### src/rtl/tlt_pkg.sv
// ----------------------------------------------------------------------------
// tlt_pkg
// types, codes, character tables and helpers of the tiny language tokenizer
// ----------------------------------------------------------------------------
package tlt_pkg;

   // scan modes
   typedef enum logic [1:0] {
      MODE_START   = 2'd0,
      MODE_NUM     = 2'd1,
      MODE_ID      = 2'd2,
      MODE_COMMENT = 2'd3
   } mode_type;

   // token kinds
   typedef enum logic [2:0] {
      KIND_NUM      = 3'd0,
      KIND_ID       = 3'd1,
      KIND_SPECIAL  = 3'd2,
      KIND_RESERVED = 3'd3,
      KIND_ERROR    = 3'd4
   } kind_type;

   localparam int NUM_SYMS  = 10;
   localparam int NUM_WORDS = 8;
   localparam int WIN_LEN   = 6;

   // symbol codes
   localparam logic [4:0] SYM_NONE      = 5'd0;
   localparam logic [4:0] SYM_ASSIGN    = 5'd10;
   localparam logic [4:0] SYM_WORD_BASE = 5'd11;
   localparam logic [4:0] SYM_WORD_LAST = 5'd18;

   // fixed characters
   localparam logic [7:0] CH_LBRACE = "{";
   localparam logic [7:0] CH_RBRACE = "}";
   localparam logic [7:0] CH_COLON  = ":";
   localparam logic [7:0] CH_EQUAL  = "=";
   localparam logic [7:0] CH_UNDER  = "_";
   localparam logic [7:0] CH_SPACE  = " ";
   localparam logic [7:0] CH_NUL    = 8'h00;

   // single-character symbols, in code order
   localparam logic [7:0] SINGLE_SYMS [NUM_SYMS] = '{
      "+", "-", "/", "*", ";", "=", "<", ">", "(", ")"
   };

   // reserved words, padded with nul
   localparam logic [7:0] WORD_CHARS [NUM_WORDS][WIN_LEN] = '{
      '{"i", "f", CH_NUL, CH_NUL, CH_NUL, CH_NUL},
      '{"t", "h", "e", "n", CH_NUL, CH_NUL},
      '{"e", "l", "s", "e", CH_NUL, CH_NUL},
      '{"r", "e", "a", "d", CH_NUL, CH_NUL},
      '{"e", "n", "d", CH_NUL, CH_NUL, CH_NUL},
      '{"r", "e", "p", "e", "a", "t"},
      '{"u", "n", "t", "i", "l", CH_NUL},
      '{"w", "r", "i", "t", "e", CH_NUL}
   };

   localparam logic [2:0] WORD_LEN [NUM_WORDS] = '{
      3'd2, 3'd4, 3'd4, 3'd4, 3'd3, 3'd6, 3'd5, 3'd5
   };

   // current character at index 0, lookahead after it
   typedef logic [WIN_LEN-1:0][7:0] window_type;

   // one result item
   typedef struct packed {
      kind_type   kind;
      logic [4:0] symbol;
      logic [7:0] bad_char;
   } token_type;

   // character classes
   function automatic logic is_digit(input logic [7:0] c);
      return c inside {["0":"9"]};
   endfunction

   function automatic logic is_alpha(input logic [7:0] c);
      return c inside {["a":"z"], ["A":"Z"]};
   endfunction

   function automatic logic id_cont(input logic [7:0] c);
      return is_digit(c) || is_alpha(c) || (c == CH_UNDER);
   endfunction

endpackage

### src/rtl/tlt_ifs.sv
// ----------------------------------------------------------------------------
// tlt channel interfaces
// valid/ready channels for character windows and tokens
// ----------------------------------------------------------------------------

// character window channel
interface tlt_req_if;
   logic       valid;
   logic       ready;
   logic [7:0] ch;
   logic [7:0] next1;
   logic [7:0] next2;
   logic [7:0] next3;
   logic [7:0] next4;
   logic [7:0] next5;

   modport source (output valid, ch, next1, next2, next3, next4, next5, input ready);
   modport sink   (input valid, ch, next1, next2, next3, next4, next5, output ready);
endinterface

// token channel
interface tlt_rsp_if;
   logic       valid;
   logic       ready;
   logic [2:0] kind;
   logic [4:0] symbol;
   logic [7:0] bad_char;

   modport source (output valid, kind, symbol, bad_char, input ready);
   modport sink   (input valid, kind, symbol, bad_char, output ready);
endinterface

### src/rtl/tlt_in_reg.sv
// ----------------------------------------------------------------------------
// tlt_in_reg
// input register: holds one character window until the scanner takes it
// ----------------------------------------------------------------------------
module tlt_in_reg (
   input  logic                clock,
   input  logic                reset,
   tlt_req_if.sink             req,
   input  logic                advance,
   output logic                win_valid,
   output tlt_pkg::window_type win
);

   logic                valid_ff;
   logic                valid_in;
   tlt_pkg::window_type win_ff;
   logic                accept;

   // take a new item when empty or when the held one moves on
   assign req.ready = !valid_ff || advance;
   assign accept    = req.valid && req.ready;

   always_comb begin
      valid_in = valid_ff;
      if (accept) begin
         valid_in = 1'b1;
      end else if (advance) begin
         valid_in = 1'b0;
      end
   end

   always_ff @(posedge clock) begin
      if (reset) begin
         valid_ff <= 1'b0;
      end else begin
         valid_ff <= valid_in;
      end
   end

   // payload capture
   always_ff @(posedge clock) begin
      if (accept) begin
         win_ff[0] <= req.ch;
         win_ff[1] <= req.next1;
         win_ff[2] <= req.next2;
         win_ff[3] <= req.next3;
         win_ff[4] <= req.next4;
         win_ff[5] <= req.next5;
      end
   end

   assign win_valid = valid_ff;
   assign win       = win_ff;

endmodule

### src/rtl/tlt_scan_core.sv
// ----------------------------------------------------------------------------
// tlt_scan_core
// scan mode and skip count, and the per-character token decision
// ----------------------------------------------------------------------------
module tlt_scan_core (
   input  logic                clock,
   input  logic                reset,
   input  logic                step,
   input  tlt_pkg::window_type win,
   output logic                tok_valid,
   output tlt_pkg::token_type  tok
);

   tlt_pkg::mode_type mode_ff;
   tlt_pkg::mode_type mode_in;
   logic [2:0]        skip_ff;
   logic [2:0]        skip_in;

   logic [7:0] x;
   logic [7:0] n1;
   logic       sym_hit;
   logic [3:0] sym_idx;
   logic       word_hit;
   logic [2:0] word_idx;

   assign x  = win[0];
   assign n1 = win[1];

   // symbol and reserved word lookup
   always_comb begin
      logic hit;
      sym_hit  = 1'b0;
      sym_idx  = 4'd0;
      word_hit = 1'b0;
      word_idx = 3'd0;
      for (int i = tlt_pkg::NUM_SYMS - 1; i >= 0; i--) begin
         if (x == tlt_pkg::SINGLE_SYMS[i]) begin
            sym_hit = 1'b1;
            sym_idx = 4'(i);
         end
      end
      // lowest matching word wins
      for (int w = tlt_pkg::NUM_WORDS - 1; w >= 0; w--) begin
         hit = 1'b1;
         for (int k = 0; k < tlt_pkg::WIN_LEN; k++) begin
            if ((3'(k) < tlt_pkg::WORD_LEN[w]) && (win[k] != tlt_pkg::WORD_CHARS[w][k])) begin
               hit = 1'b0;
            end
         end
         if (hit) begin
            word_hit = 1'b1;
            word_idx = 3'(w);
         end
      end
   end

   // next scan mode and skip count
   always_comb begin
      mode_in = mode_ff;
      skip_in = skip_ff;
      if (skip_ff != 3'd0) begin
         skip_in = skip_ff - 3'd1;
         mode_in = tlt_pkg::MODE_START;
      end else if ((x == tlt_pkg::CH_SPACE) && (mode_ff != tlt_pkg::MODE_COMMENT)) begin
         mode_in = tlt_pkg::MODE_START;
      end else if (x == tlt_pkg::CH_LBRACE) begin
         mode_in = tlt_pkg::MODE_COMMENT;
      end else begin
         case (mode_ff)
            tlt_pkg::MODE_COMMENT: begin
               if (x == tlt_pkg::CH_RBRACE) begin
                  mode_in = tlt_pkg::MODE_START;
               end
            end
            tlt_pkg::MODE_NUM: begin
               if (!tlt_pkg::is_digit(n1)) begin
                  mode_in = tlt_pkg::MODE_START;
               end
            end
            tlt_pkg::MODE_ID: begin
               if (!tlt_pkg::id_cont(n1)) begin
                  mode_in = tlt_pkg::MODE_START;
               end
            end
            tlt_pkg::MODE_START: begin
               if (tlt_pkg::is_digit(x)) begin
                  if (tlt_pkg::is_digit(n1)) begin
                     mode_in = tlt_pkg::MODE_NUM;
                  end
               end else if (sym_hit) begin
                  mode_in = tlt_pkg::MODE_START;
               end else if (x == tlt_pkg::CH_COLON) begin
                  if (n1 == tlt_pkg::CH_EQUAL) begin
                     skip_in = 3'd1;
                  end
               end else if (tlt_pkg::is_alpha(x) || (x == tlt_pkg::CH_UNDER)) begin
                  if (word_hit) begin
                     skip_in = tlt_pkg::WORD_LEN[word_idx] - 3'd1;
                  end else if (tlt_pkg::id_cont(n1)) begin
                     mode_in = tlt_pkg::MODE_ID;
                  end
               end
            end
            default: begin
               mode_in = tlt_pkg::MODE_START;
            end
         endcase
      end
   end

   // token for this character
   always_comb begin
      tok_valid    = 1'b0;
      tok.kind     = tlt_pkg::KIND_NUM;
      tok.symbol   = tlt_pkg::SYM_NONE;
      tok.bad_char = 8'h00;
      if (skip_ff != 3'd0) begin
         tok_valid = 1'b0;
      end else if ((x == tlt_pkg::CH_SPACE) && (mode_ff != tlt_pkg::MODE_COMMENT)) begin
         tok_valid = 1'b0;
      end else if (x == tlt_pkg::CH_LBRACE) begin
         tok_valid = 1'b0;
      end else begin
         case (mode_ff)
            tlt_pkg::MODE_COMMENT: begin
               tok_valid = 1'b0;
            end
            tlt_pkg::MODE_NUM: begin
               tok_valid = !tlt_pkg::is_digit(n1);
               tok.kind  = tlt_pkg::KIND_NUM;
            end
            tlt_pkg::MODE_ID: begin
               tok_valid = !tlt_pkg::id_cont(n1);
               tok.kind  = tlt_pkg::KIND_ID;
            end
            tlt_pkg::MODE_START: begin
               if (tlt_pkg::is_digit(x)) begin
                  tok_valid = !tlt_pkg::is_digit(n1);
                  tok.kind  = tlt_pkg::KIND_NUM;
               end else if (sym_hit) begin
                  tok_valid  = 1'b1;
                  tok.kind   = tlt_pkg::KIND_SPECIAL;
                  tok.symbol = {1'b0, sym_idx};
               end else if (x == tlt_pkg::CH_COLON) begin
                  tok_valid = 1'b1;
                  if (n1 == tlt_pkg::CH_EQUAL) begin
                     tok.kind   = tlt_pkg::KIND_SPECIAL;
                     tok.symbol = tlt_pkg::SYM_ASSIGN;
                  end else begin
                     tok.kind     = tlt_pkg::KIND_ERROR;
                     tok.bad_char = x;
                  end
               end else if (tlt_pkg::is_alpha(x) || (x == tlt_pkg::CH_UNDER)) begin
                  if (word_hit) begin
                     tok_valid  = 1'b1;
                     tok.kind   = tlt_pkg::KIND_RESERVED;
                     tok.symbol = tlt_pkg::SYM_WORD_BASE + {2'b00, word_idx};
                  end else begin
                     tok_valid = !tlt_pkg::id_cont(n1);
                     tok.kind  = tlt_pkg::KIND_ID;
                  end
               end else begin
                  tok_valid    = 1'b1;
                  tok.kind     = tlt_pkg::KIND_ERROR;
                  tok.bad_char = x;
               end
            end
            default: begin
               tok_valid = 1'b0;
            end
         endcase
      end
   end

   // state registers, updated once per consumed character
   always_ff @(posedge clock) begin
      if (reset) begin
         mode_ff <= tlt_pkg::MODE_START;
         skip_ff <= 3'd0;
      end else if (step) begin
         mode_ff <= mode_in;
         skip_ff <= skip_in;
      end
   end

endmodule

### src/rtl/tlt_out_reg.sv
// ----------------------------------------------------------------------------
// tlt_out_reg
// result register: holds one token until the consumer takes it
// ----------------------------------------------------------------------------
module tlt_out_reg (
   input  logic               clock,
   input  logic               reset,
   input  logic               load,
   input  logic               tok_valid,
   input  tlt_pkg::token_type tok,
   output logic               can_load,
   tlt_rsp_if.source          rsp
);

   logic               valid_ff;
   logic               valid_in;
   tlt_pkg::token_type tok_ff;
   logic               fill;

   // free when empty or being drained this cycle
   assign can_load = !valid_ff || rsp.ready;
   assign fill     = load && tok_valid;

   always_comb begin
      valid_in = valid_ff;
      if (can_load) begin
         valid_in = fill;
      end
   end

   always_ff @(posedge clock) begin
      if (reset) begin
         valid_ff <= 1'b0;
      end else begin
         valid_ff <= valid_in;
      end
   end

   always_ff @(posedge clock) begin
      if (fill) begin
         tok_ff <= tok;
      end
   end

   assign rsp.valid    = valid_ff;
   assign rsp.kind     = tok_ff.kind;
   assign rsp.symbol   = tok_ff.symbol;
   assign rsp.bad_char = tok_ff.bad_char;

endmodule

### src/rtl/tiny_language_tokenizer.sv
// a character is held in the input register, scanned combinationally, and its token held in the result register
// throughput: one character per cycle while the result side has room, set by the single scan step between the registers
// a stalled result register holds the scanner and the input register until it drains
// reset (synchronous, active high): scan mode to start, skip count to zero, both stages empty
// ----------------------------------------------------------------------------
// tiny_language_tokenizer
// character-at-a-time lexer with five characters of lookahead
// ----------------------------------------------------------------------------
module tiny_language_tokenizer (
   input  logic      clock,
   input  logic      reset,
   tlt_req_if.sink   req,
   tlt_rsp_if.source rsp
);

   logic                win_valid;
   tlt_pkg::window_type win;
   logic                tok_valid;
   tlt_pkg::token_type  tok;
   logic                can_load;
   logic                advance;

   // one character moves through the scan step when the result side has room
   assign advance = win_valid && can_load;

   tlt_in_reg u_in_reg (
      .clock     (clock),
      .reset     (reset),
      .req       (req),
      .advance   (advance),
      .win_valid (win_valid),
      .win       (win)
   );

   tlt_scan_core u_scan_core (
      .clock     (clock),
      .reset     (reset),
      .step      (advance),
      .win       (win),
      .tok_valid (tok_valid),
      .tok       (tok)
   );

   tlt_out_reg u_out_reg (
      .clock     (clock),
      .reset     (reset),
      .load      (advance),
      .tok_valid (tok_valid),
      .tok       (tok),
      .can_load  (can_load),
      .rsp       (rsp)
   );

endmodule

### src/flat_wrapper.sv
// flat-port wrapper written by rule: the top's interface ports become plain ports
module tiny_language_tokenizer_flat 
  (clock, reset, req_valid, req_ch, req_next1, req_next2, req_next3, req_next4, req_next5, req_ready, rsp_valid, rsp_kind, rsp_symbol, rsp_bad_char, rsp_ready);
  tlt_req_if req_i ();
  tlt_rsp_if rsp_i ();
  input  logic clock;
  input  logic reset;
  input wire logic [$bits(req_i.valid)-1:0] req_valid;
  input wire logic [$bits(req_i.ch)-1:0] req_ch;
  input wire logic [$bits(req_i.next1)-1:0] req_next1;
  input wire logic [$bits(req_i.next2)-1:0] req_next2;
  input wire logic [$bits(req_i.next3)-1:0] req_next3;
  input wire logic [$bits(req_i.next4)-1:0] req_next4;
  input wire logic [$bits(req_i.next5)-1:0] req_next5;
  output wire logic [$bits(req_i.ready)-1:0] req_ready;
  output wire logic [$bits(rsp_i.valid)-1:0] rsp_valid;
  output wire logic [$bits(rsp_i.kind)-1:0] rsp_kind;
  output wire logic [$bits(rsp_i.symbol)-1:0] rsp_symbol;
  output wire logic [$bits(rsp_i.bad_char)-1:0] rsp_bad_char;
  input wire logic [$bits(rsp_i.ready)-1:0] rsp_ready;
  assign req_i.valid = req_valid;
  assign req_i.ch = req_ch;
  assign req_i.next1 = req_next1;
  assign req_i.next2 = req_next2;
  assign req_i.next3 = req_next3;
  assign req_i.next4 = req_next4;
  assign req_i.next5 = req_next5;
  assign req_ready = req_i.ready;
  assign rsp_valid = rsp_i.valid;
  assign rsp_kind = rsp_i.kind;
  assign rsp_symbol = rsp_i.symbol;
  assign rsp_bad_char = rsp_i.bad_char;
  assign rsp_i.ready = rsp_ready;
  tiny_language_tokenizer u_core (.clock(clock), .reset(reset), .req(req_i), .rsp(rsp_i));
endmodule
### config.mk
export PLATFORM = sky130hd
export DESIGN_NAME = tiny_language_tokenizer_flat
export DESIGN_NICKNAME = d
export VERILOG_FILES = /design/src/rtl/tlt_pkg.sv /design/src/rtl/tlt_ifs.sv /design/src/rtl/tlt_in_reg.sv /design/src/rtl/tlt_scan_core.sv /design/src/rtl/tlt_out_reg.sv /design/src/rtl/tiny_language_tokenizer.sv /design/src/flat_wrapper.sv
export SDC_FILE = /design/constraint.sdc
export NUM_CORES = 1
export LEC_CHECK = 0
export ABC_AREA = 1
export BUFFER_PORTS_ARGS = -buffer_cell sky130_fd_sc_hd__clkbuf_2
export CAP_MARGIN = 30
export CORE_MARGIN = 5
export CORE_UTILIZATION = 57
export DETAILED_ROUTE_END_ITERATION = 10
export PLACE_DENSITY = 0.89
export SLEW_MARGIN = 20
export SYNTH_ARGS = -nofsm -noshare
export SYNTH_HDL_FRONTEND = slang
export SYNTH_SLANG_ARGS = --single-unit
### constraint.sdc
create_clock -name clock -period 3 [get_ports clock]
set_input_delay 0.6 -clock clock [delete_from_list [all_inputs] [get_ports clock]]
set_output_delay 0.6 -clock clock [all_outputs]
set_load 0.05 [all_outputs]
==> results.txt <==
The run finished with clean final reports. The logs give 0.366 mV for the worst IR drop on VDD and 0.147 for the combinational share of power. Buffers placed on the I/O ports in this run total 69. The cell sitting at the root of the clock tree is a clkbuf_8. For the number of H-tree levels, the log shows 3. The number of buffers on the longest clock path is 2.

Buffers added to address setup during post-CTS repair amount to 0. Counting flops with a built-in enable in the synthesized netlist gives 64. Clock-pin slew was measured on the worst setup and hold paths at 0.08 ns.

The path type of the worst min-delay path is input port to flop. The pin count of the biggest net entering global routing came out at 26. The aggregate global routing overflow is 0, and the maximum cell stage delay along the critical path is 0.43 ns. The critical path in this run is classified as flop to flop. The die covers 0.00896 mm^2. By area, the combinational part of the netlist is dominated by simple AND/OR/NAND/NOR gates. The wire length on met1 was 3840 um. Counting every instance in the synthesized netlist gives 500. The analysis attributes to net switching a power of 655 uW. The tools report the register share of total power as 0.520.

The multiplexer share of the synthesized area is 0, and the signed area change from the synthesized netlist to the final layout is 16.6%. The run gives 574 as the filler cell count in the final layout. The width of the die was 94.7 um; the share of synthesized flip-flops with an asynchronous set or reset was 0.

The final weighted congestion of routability-driven global placement is 1.00, and the fraction of power spent switching nets is 0.285. The global routing usage summed across all routing layers is 0.227. Cell leakage power: 0.00223 uW.

The first TritonRoute pass finished after 5 iterations. Detailed routing placed a total of 4610 um of wire on met2. For this design, the CTS-stage hold fixing added 0 buffers. The CTS sink count was 71. The XOR/XNOR share of the synthesized area is 0.00429, and the post-synthesis net count is 559. Summed over all nets, the half-perimeter wirelength after detailed placement is 7600 um. The logs give 0 for the total count of max-transition violations in the final report and 9 for the number of buffers created by CTS.

The commonest cells after synthesis are nand2_1, nor2_1, inv_1, edfxtp_1, nand3_1. The worst hold slack came out at 0.419 ns. Starting density of the core: 0.595. In the routed design, unresolved DRC markers number 0. The total number of vias is 3568.

For this design the ratio of total power to cell area is 482 mW/mm^2. The peak fanout along the critical path was 5. The adder-cell area share of the yosys netlist is 0.0214, and the final-stage net count is 641.

Summing every instance area after synthesis gives 0.00409 mm^2. The flop and latch count out of synthesis is 71. The number of different library cells used by synthesis comes to 35. The startpoint class of the critical path is a flop.

The compound-gate portion of the synthesized area is 0.0380. The tools report the number of synthesis warnings as 0. The worst setup path is captured at a flop.

The top routing layer in use is met4. The count of antenna-violating nets left after detailed routing was 0; the final period demand of the worst path was 2.64 ns. The slowest stage of the critical path is the edfxtp_1 cell. The logs give 3.26 ns for the required time of the worst setup path and 0 for the number of inserted diodes. The fraction of final layout cells sized beyond drive strength 1 came out at 0.228. During I/O placement, the number of pins put on the boundary was 70. Cell internal power was estimated by the tool at 1640 uW. Dividing the synthesized area by the synthesized cell count gives 8.17 um^2.

The sequential element share of the synthesized area came out at 0.505. For this block, the routed nets add up to 9540 um of wire. Portion of synthesized cell area occupied by the leading cell type: 0.470. The hold violation count in the final report was 0. Area fraction in and, or, nand and nor cells after synthesis: 0.357. The run gives 2.90 ns as the endpoint arrival time on the critical path. The tools report the max-cap check violation count as 0. The tools report the initial antenna violation count as 0. Worst-case headroom to the max-slew limit: 0.451. Setup violations remaining at the end of the flow were counted as 0. The most frequently used flop master after synthesis is edfxtp_1. In the detailed route, the total length drawn on met3 is 640 um. Dividing the detail-routed via count by the number of cells gives 5.22.

The actual transition at the worst max-transition pin was 0.819 ns; the post-route fraction of the period consumed by the critical path was 0.881. The post-cts resize count was 0. The maximum frequency from static timing analysis is 0.378 GHz, and the clock network power share is 0.333. The clock reaches the later pin of the worst-skew pair after 0.35 ns. The number of global-route vias before repair is 3439. Setup repair after global routing left no endpoint under its margin. The region available for standard cell placement spans 0.00687 mm^2. Ranked by total cell area, the synthesized netlist is headed by edfxtp_1, nand2_1, nor2_1, inv_1, nand3_1.

In the final timing run, aggregate negative setup slack is 0 ns. TritonCTS built the clock tree. The most used standard cell by instance count after synthesis is nand2_1. For this block, the initial DRC count from the detailed router was 195.

The cell accounting for the most synthesized area is edfxtp_1. Between clock sinks in the finished design, the worst skew comes to 0.0125 ns. The wire length of the first global-routing pass was 15500 um. Dividing the detail-routed wire length by the instance count gives 14.0 um. Walking the worst path, the cells encountered are inv_2 -> nand2_1 -> nor2_4 -> nand2_1 -> nor3_1 -> nand3_1 -> nand2_1 -> nor2_1 -> ha_1 -> o21ai_0 -> ha_1 -> xor2_1 -> o22ai_1 -> nor2_1 -> nor2_1.

The number of cell rows is 30, and the die boundary height is 94.7 um.
worst max-delay path, delay by kind of cell, from the launching register on:
kind                     cells  cell delay [ns]
AO/OA/AOI/OAI                2             0.28
adder cells (fa/ha/maj)      2             0.41
AND/OR/NAND/NOR              9             1.16
buffers and inverters        1             0.09
XOR/XNOR                     1             0.18
flip-flops                   1             0.43
state kept, by name (all words and copies together) (netlist names):
signal / flops
u_core.u_out_reg.rsp.kind: 3
u_core.u_scan_core.skip_ff: 3
u_core.u_in_reg.win: 48
u_core.u_out_reg.rsp.bad_char: 8
u_core.u_in_reg.win_valid: 1
u_core.u_out_reg.rsp.symbol: 5
u_core.u_out_reg.rsp.valid: 1
u_core.u_scan_core.mode_ff: 2
power groups by stage:
stage	Sequential, uW	Combinational (uW)	Clock [uW]
2_1_floorplan	1280	170	0
3_3_place_gp	1210	328	0
3_5_place_dp	1220	335	0
4_1_cts	1190	337	775
5_1_grt	1200	369	823
6_report	1190	337	764
layer usage:
| layer | vias up | GRT usage |
|---|---|---|
| li1 | 1790 | - |
| met1 | 1571 | 0.267 |
| met2 | 172 | 0.383 |
| met3 | 35 | 0.0470 |
| met4 | 0 | 0.129 |
| met5 | - | 0 |
layout make-up:
type / count / area (um^2) / area share
tap: 96 / 120 / 0.0252
multi-input combinational: 348 / 1720 / 0.361
clock inverter: 6 / 68.8 / 0.0145
timing repair buffer: 71 / 360 / 0.0757
clock buffer: 10 / 128 / 0.0268
inverter: 81 / 304 / 0.0638
sequential: 71 / 2060 / 0.433
layout by cell type (no fill, tap or decap), types with 2 or more instances in the layout:
| master | instances |
|---|---|
| clkbuf_2 | 69 |
| inv_6 | 2 |
| inv_2 | 11 |
| nor2_4 | 4 |
| nor3_1 | 13 |
| inv_1 | 69 |
| nor2_2 | 7 |
| buf_4 | 2 |
| o21ai_0 | 3 |
| nor3_2 | 2 |
| nand2_1 | 112 |
| ha_1 | 7 |
| nand3_1 | 31 |
| a21oi_2 | 3 |
| nand4_1 | 18 |
| nand3b_1 | 2 |
| nand3_2 | 4 |
| o22ai_1 | 2 |
| nand2_2 | 10 |
| nor2_1 | 101 |
| a21oi_1 | 11 |
| dfxtp_1 | 7 |
| clkbuf_8 | 9 |
| nand2_4 | 4 |
| edfxtp_1 | 64 |
worst paths after layout:
kind,from,endpoint,slack (ns),depth (start not counted)
max,u_core.u_in_reg.win[7]$_DFFE_PP_,u_core.u_scan_core.skip_ff[2]$_SDFFE_PP0P_,0.36,15
min,req_next5[5],u_core.u_in_reg.win[45]$_DFFE_PP_,0.42,1
max reg2reg,u_core.u_in_reg.win[7]$_DFFE_PP_,u_core.u_scan_core.skip_ff[2]$_SDFFE_PP0P_,0.36,15
min reg2reg,u_core.u_out_reg.rsp.valid$_SDFFE_PP0P_,u_core.u_out_reg.rsp.valid$_SDFFE_PP0P_,0.51,2
stage by stage:
step	instances	setup WS [ns]	utilization	power [uW]	cell area, um^2
floorplan	500	0.459	-	1450	4090
global placement	667	0.516	0.665	1540	4570
detailed placement	667	0.493	0.665	1550	4570
CTS	683	0.422	0.693	2310	4760
global route	683	0.00860	0.693	2390	4760
finish	683	0.357	0.693	2300	4760
logic make-up (layout without fill, tap and decap cells):
logic type / Yosys count / count (layout)
simple gates: 314 / 314
buf+inv: 81 / 168
compound gates: 25 / 25
flops: 71 / 71
fa+ha+maj: 7 / 7
xor+xnor: 2 / 2
Note: power is estimated with default switching activity, not from simulation.
